===== src/hw/rtl/rrs_pkg.sv =====
`default_nettype none
package rrs_pkg;

  localparam int SqStages  = 32;
  localparam int DivStages = 31;
  localparam logic [31:0] MinDist = 32'd66;

  localparam logic [1:0] CFG_PUSH_STRENGTH    = 2'd0;
  localparam logic [1:0] CFG_INFLUENCE_RADIUS = 2'd1;

  localparam logic [30:0] PushReset   = 31'd65536;
  localparam logic [30:0] RadiusReset = 31'd655360;

  typedef struct packed {
    logic              valid;
    logic              push;
    logic [2:0]        neg;
    logic [2:0][31:0]  own;
    logic [2:0][30:0]  m;
    logic [30:0]       len;
  } side_t;

endpackage
`default_nettype wire


===== src/hw/rtl/rrs_isqrt.sv =====
`default_nettype none
module rrs_isqrt (
  input  wire logic        clk,
  input  wire logic [63:0] sum,
  output logic      [31:0] root
);
  import rrs_pkg::*;

  logic [63:0] rem_q  [0:SqStages];
  logic [63:0] root_q [0:SqStages];

  assign rem_q[0]  = sum;
  assign root_q[0] = '0;

  for (genvar k = 0; k < SqStages; k++) begin : g_stage
    localparam logic [63:0] Bit = 64'd1 << (62 - 2 * k);
    logic [63:0] trial;
    logic        ge;
    assign trial = root_q[k] + Bit;
    assign ge    = rem_q[k] >= trial;
    always_ff @(posedge clk) begin
      rem_q[k+1]  <= ge ? rem_q[k] - trial : rem_q[k];
      root_q[k+1] <= ge ? (root_q[k] >> 1) + Bit : root_q[k] >> 1;
    end
  end

  assign root = root_q[SqStages][31:0];

endmodule
`default_nettype wire


===== config.mk =====
export PLATFORM = sky130hd
export DESIGN_NAME = rrs_isqrt
export DESIGN_NICKNAME = d
export VERILOG_FILES = /design/src/hw/rtl/rrs_pkg.sv /design/src/hw/rtl/rrs_isqrt.sv
export SDC_FILE = /design/constraint.sdc
export NUM_CORES = 2
export LEC_CHECK = 0
export CAP_MARGIN = 5
export CORE_MARGIN = 1.5
export CORE_UTILIZATION = 40
export DETAILED_ROUTE_END_ITERATION = 8
export DONT_BUFFER_PORTS = 1
export SLEW_MARGIN = 20
export SYNTH_ARGS = -nofsm -noshare
export SYNTH_HDL_FRONTEND = slang
export SYNTH_SLANG_ARGS = --single-unit
export TNS_END_PERCENT = 5

===== constraint.sdc =====
create_clock -name clk -period 6.2 [get_ports clk]
set_clock_uncertainty 0.15 [all_clocks]
set_input_delay 0 -clock clk [delete_from_list [all_inputs] [get_ports clk]]
set_output_delay 0 -clock clk [all_outputs]
set_load 0.01 [all_outputs]

; ---- Word level (Yosys, flattened, before mapping)
; Cells that the tools add are included.
; Widths: inputs -> output; s select.
[word_totals]
register_bits = 3999
wordCells = 281
[op_classes]
add_sub_neg = 93
order_cmp = 32
n_mux = 63
[op_table]
columns = cell, count
row1 = $ge 64x64->1, 31
row2 = $mux 64, 31
row3 = $mux 63, 31
row4 = $sub 64x64->64, 30
row5 = $add 63x11->64 const B, 1
row6 = $add 63x13->64 const B, 1
row7 = $add 63x15->64 const B, 1
row8 = $add 63x17->64 const B, 1
row9 = $add 63x19->64 const B, 1
row10 = $add 63x21->64 const B, 1
row11 = $add 63x23->64 const B, 1
row12 = $add 63x25->64 const B, 1
row13 = $add 63x27->64 const B, 1
row14 = $add 63x29->64 const B, 1
row15 = $add 63x3->64 const B, 1
row16 = $add 63x31->64 const B, 1
row17 = $add 63x33->64 const B, 1
row18 = $add 63x35->64 const B, 1
row19 = $add 63x37->64 const B, 1
row20 = $add 63x39->64 const B, 1
row21 = $add 63x41->64 const B, 1
row22 = $add 63x43->64 const B, 1
row23 = $add 63x45->64 const B, 1
row24 = $add 63x47->64 const B, 1
row25 = 45 further kinds, 45

; ---- Longest topological paths before layout
[depth]
depth_word = 3
depth_mapped = 14
mapped_depth_nobuf = 14

; ---- Least setup slack after synthesis
; No wires, ideal clock.
[synth_timing]
kind = flip-flop to flip-flop
startpoint = register root_q[161] (netlist bit)
endpoint = register rem_q[95] (netlist bit)
arrival_ns = 3.160
t_required_ns = 5.918
path_slack_ns = 2.758
stages_incl_launch_ff = 11
n_path_buf = 3
period_less_slack_ns = 3.442
path_cell_list = dfxtp_1 inv_1 ha_1 clkbuf_1 a2111oi_0 or4b_2 nor4_1 o21a_1 clkbuf_1 clkbuf_1 o21ai_0
[synth_via]
elab_chain_cells = 3
[synth_lines]
columns = element, line
row1 = from (decl), rrs_isqrt.sv:10  ; logic [63:0] root_q [0:SqStages];
row2 = "from (signal, indexed assignment)", rrs_isqrt.sv:23  ; root_q[k+1] <= ge ? (root_q[k] >> 1) + Bit : root_q[k] >> 1;
row3 = $add 64x3->64, rrs_isqrt.sv:19  ; assign trial = root_q[k] + Bit;
row4 = $ge 64x64->1, rrs_isqrt.sv:20  ; assign ge = rem_q[k] >= trial;
row5 = $mux 64, rrs_isqrt.sv:22  ; rem_q[k+1] <= ge ? rem_q[k] - trial : rem_q[k];
row6 = "to (signal, indexed assignment)", rrs_isqrt.sv:22
row7 = to (decl), rrs_isqrt.sv:9  ; logic [63:0] rem_q [0:SqStages];
; No other way between the ends.
; A chain may end at the register's enable or synchronous reset.

; ---- Worst setup path in the final report
[layout_timing]
startpoint = register root_q[161] (netlist bit)
endpoint = register rem_q[125] (netlist bit)
[layout_via]
elab_chain_cells = 3
elab_cells_between_ends = 4
[layout_lines]
columns = element, line
row1 = $add 64x3->64, rrs_isqrt.sv:19
row2 = $ge 64x64->1, rrs_isqrt.sv:20
row3 = named net g_stage[30].ge, rrs_isqrt.sv:18  ; logic ge;
row4 = $mux 64, rrs_isqrt.sv:22
; The timed path passes the listed nets, and every way through them passes these cells.

==> metrics.yaml <==
synth:
  synth_edf_count: 0
  synth_area_um2: 95000
  yosysMostFrequentCell: "dfxtp_1"
  synth_commonest_cells: "2512 x dfxtp_1, 693 x inv_1, 625 x nand2_1"
  yosysTopAreaCell: "dfxtp_1"
  yosysTopAreaCellShare_pct: 52.9
  synth_ff_type: "dfxtp_1"
  ys_warn_count: 0
  syn-num-nets: 10200
  synthDistinctLibCells: 94
  postSynthAreaPerCell_um2: 9.95
  syn_inst: 9552
  ys_seq_elements: 2512
  synth_seq_area_share_pct: 52.9
  ys_async_sr_fraction_pct: 0
  netlist_top_cells_area: "dfxtp_1 53%, ha_1 7.3%, xnor2_1 4.3%"
drt:
  wl_um: 248000
  wl_per_cell_um: 18.8
  drc: 0
  vias_per_cell: 5.20
  vias: 68600
  final_antenna_net_count: 0
  drt_pre_antenna_iters: 6
  drt-initial-drc-count: 4400
sta:
  rsz0062_at_grt: "false"
  period_minus_slack_ns: 4.71
  tightest_slew_ns: 1.07
  relSlewSlack_pct: 28.0
  finalSetupViolations: 0
  maxSlewViolCount: 0
  finalSetupTns_ns: 0
  hold_viol_final: 0
  max_freq_ghz: 0.212
  period_share_pct: 76.0
clocking:
  cts-root-buf: "clkbuf_16"
  cts_sinks: 2512
  insertion_delay_ns: 0.94
  clockBufferDepth: 4
  cts_hold_buf: 187
  clk_pin_slew_worst_paths_ns: 0.06
  cts_buffers: 279
  post-cts-setup-buffer-count: 0
  cts_resized: 0
  cts_tree: "done"
  htreeDepth: 5
setup_path:
  crit_fanout: 57
  endpoint_kind: "flip-flop"
  r2r_end: "rem_q[125]"
  crit_slowest_cell: "a2111oi_0"
  critPathKind: "flip-flop to flip-flop"
  cp_common_cell: "a2111oi_0"
  slowest_delay_ns: 0.74
  r2r_start: "root_q[161]"
  startpoint_type: "flip-flop"
  cp.arrival_ns: 5.34
  required_ns: 6.83
  r2r_cells: 11
  rrSetupSlack_ns: 1.49
  worstPathCellList: "inv_1 > ha_1 > a2111oi_0 > or4b_2 > nor4_1 > o21a_2 > buf_4 > clkinv_1 > nand2_1 > a2111oi_0 > xor2_1"
hold_path:
  min_path_type: "input pin to flip-flop"
  worstHoldPathCells: 2
  hp-start: "sum[23]"
  min_to: "rem_q[2007]"
die:
  core_area_um2: 236000
  chipWidth_um: 490
  start_util_pct: 40.3
  die_area_um2: 241000
  rows: 178
  die_y_um: 490
  io_pins: 97
power_and_ir_drop:
  ir_worst_vdd_mv: 0.336
  total_power_mw: 52.1
  p_per_area_nw_per_um2: 474
  power_leakage_nw: 49.5
grt:
  antenna_found_initial: 5
  grt_max_degree: 58
  grt_pass1_wl_um: 385000
  grt_pass1_vias: 69000
  grt_usage_pct: 20.0
  gr-total-overflow: 0
layout:
  drive_gt1_share_pct: 6.26
  nets: 10500
  fillCellCount: 21900
  stdcell_area_um2: 110000
  syn_to_final_growth_pct: 15.5
  utilization_pct: 46.6
placed_design:
  numPortBuffers: 0
  dp_hpwl_um: 190000
  gp_congestion: 0.897
  dpl_cell_area_um2: 98500
job:
  drv_cap: 0
run_status:
  status: "finished, final reports clean"
how the worst max path moves through the flow:
stage	start	to	cells after the start
6_report	root_q[161]	rem_q[125]	11
5_1_grt	root_q[161]	rem_q[125]	11
4_1_cts	root_q[161]	rem_q[125]	11
3_5_place_dp	root_q[161]	rem_q[125]	11
3_3_place_gp	root_q[161]	rem_q[125]	11
2_1_floorplan	root_q[161]	rem_q[95]	10
area by class of cell:
type	instances	area [um2]	area share, %
Clock inverter	106	1430	1.30
Inverter	698	2620	2.39
Tap cell	3150	3940	3.59
Antenna cell	6	15.0	0.0137
Clock buffer	364	7920	7.21
Multi-Input combinational cell	6149	41500	37.8
Sequential cell	2512	50300	45.8
Timing Repair Buffer	215	2080	1.90
critical path, delay by kind of cell, from the launching register on:
kind | cells | cell delay, ns
compound gates | 3 | 1.12
xor+xnor | 1 | 0.17
fa+ha+maj | 1 | 0.38
buf+inv | 3 | 1.03
flops | 1 | 0.32
simple gates | 3 | 1.40
where the power goes:
part	internal [mW]	leakage [nW]	total (mW)	switching [mW]
Combinational	5.41	23.9	12.3	6.84
Clock	10.2	4.60	16.7	6.47
Sequential	19.8	21.1	23.1	3.28
cell families (layout without fill, tap and decap cells):
logic type	after synthesis	after routing	share of synthesized area [%]
and+or+nand+nor	2785	2785	15.1
DFF	2512	2512	52.9
AOI/OAI and AO/OA	1837	1837	11.9
buffers and inverters	891	1383	3.55
xor gates and xnor gates	888	888	8.18
adders and majority gates	558	558	7.35
muxes	81	81	0.948
other	0	6	0
placed cells by master (no fill, tap or decap), types with 54 or more instances in the layout:
cell type	instances
clkbuf_16	284
nand3_1	144
dlygate4sd3_1	187
nor4_1	348
a21o_1	231
o21bai_1	54
inv_1	693
ha_1	558
xnor2_1	466
xor2_1	422
nand4_1	156
nor2b_1	81
mux2_2	68
or4_1	68
a211oi_1	64
nor3_1	234
or3_1	109
a21oi_1	608
dfxtp_1	2512
nor2_1	607
o21a_1	90
nand2_1	624
o21ai_0	452
nand2b_1	135
metal layers:
layer | wire (um) | vias to the layer above | GRT usage [%]
li1 | - | 33900 | -
met1 | 106000 | 32600 | 24.2
met2 | 122000 | 1662 | 35.8
met3 | 10300 | 506 | 2.91
met4 | 8810 | 0 | 7.41
met5 | 0 | - | 0
sequential cells by signal, indices dropped and copies added (netlist names):
name / flops
rem_q: 1984
root_q: 496
root: 32
through the flow:
step	std cells	setup slack (ns)	hold WS (ns)
2_1_floorplan	9552	2.76	-0.122
3_3_place_gp	12500	1.61	-0.122
3_5_place_dp	12500	1.48	-0.122
4_1_cts	13200	1.49	0.00533
5_1_grt	13200	1.16	0.0537
6_report	13200	1.49	0.0823
No activity file was read; power rests on OpenSTA's default activity.
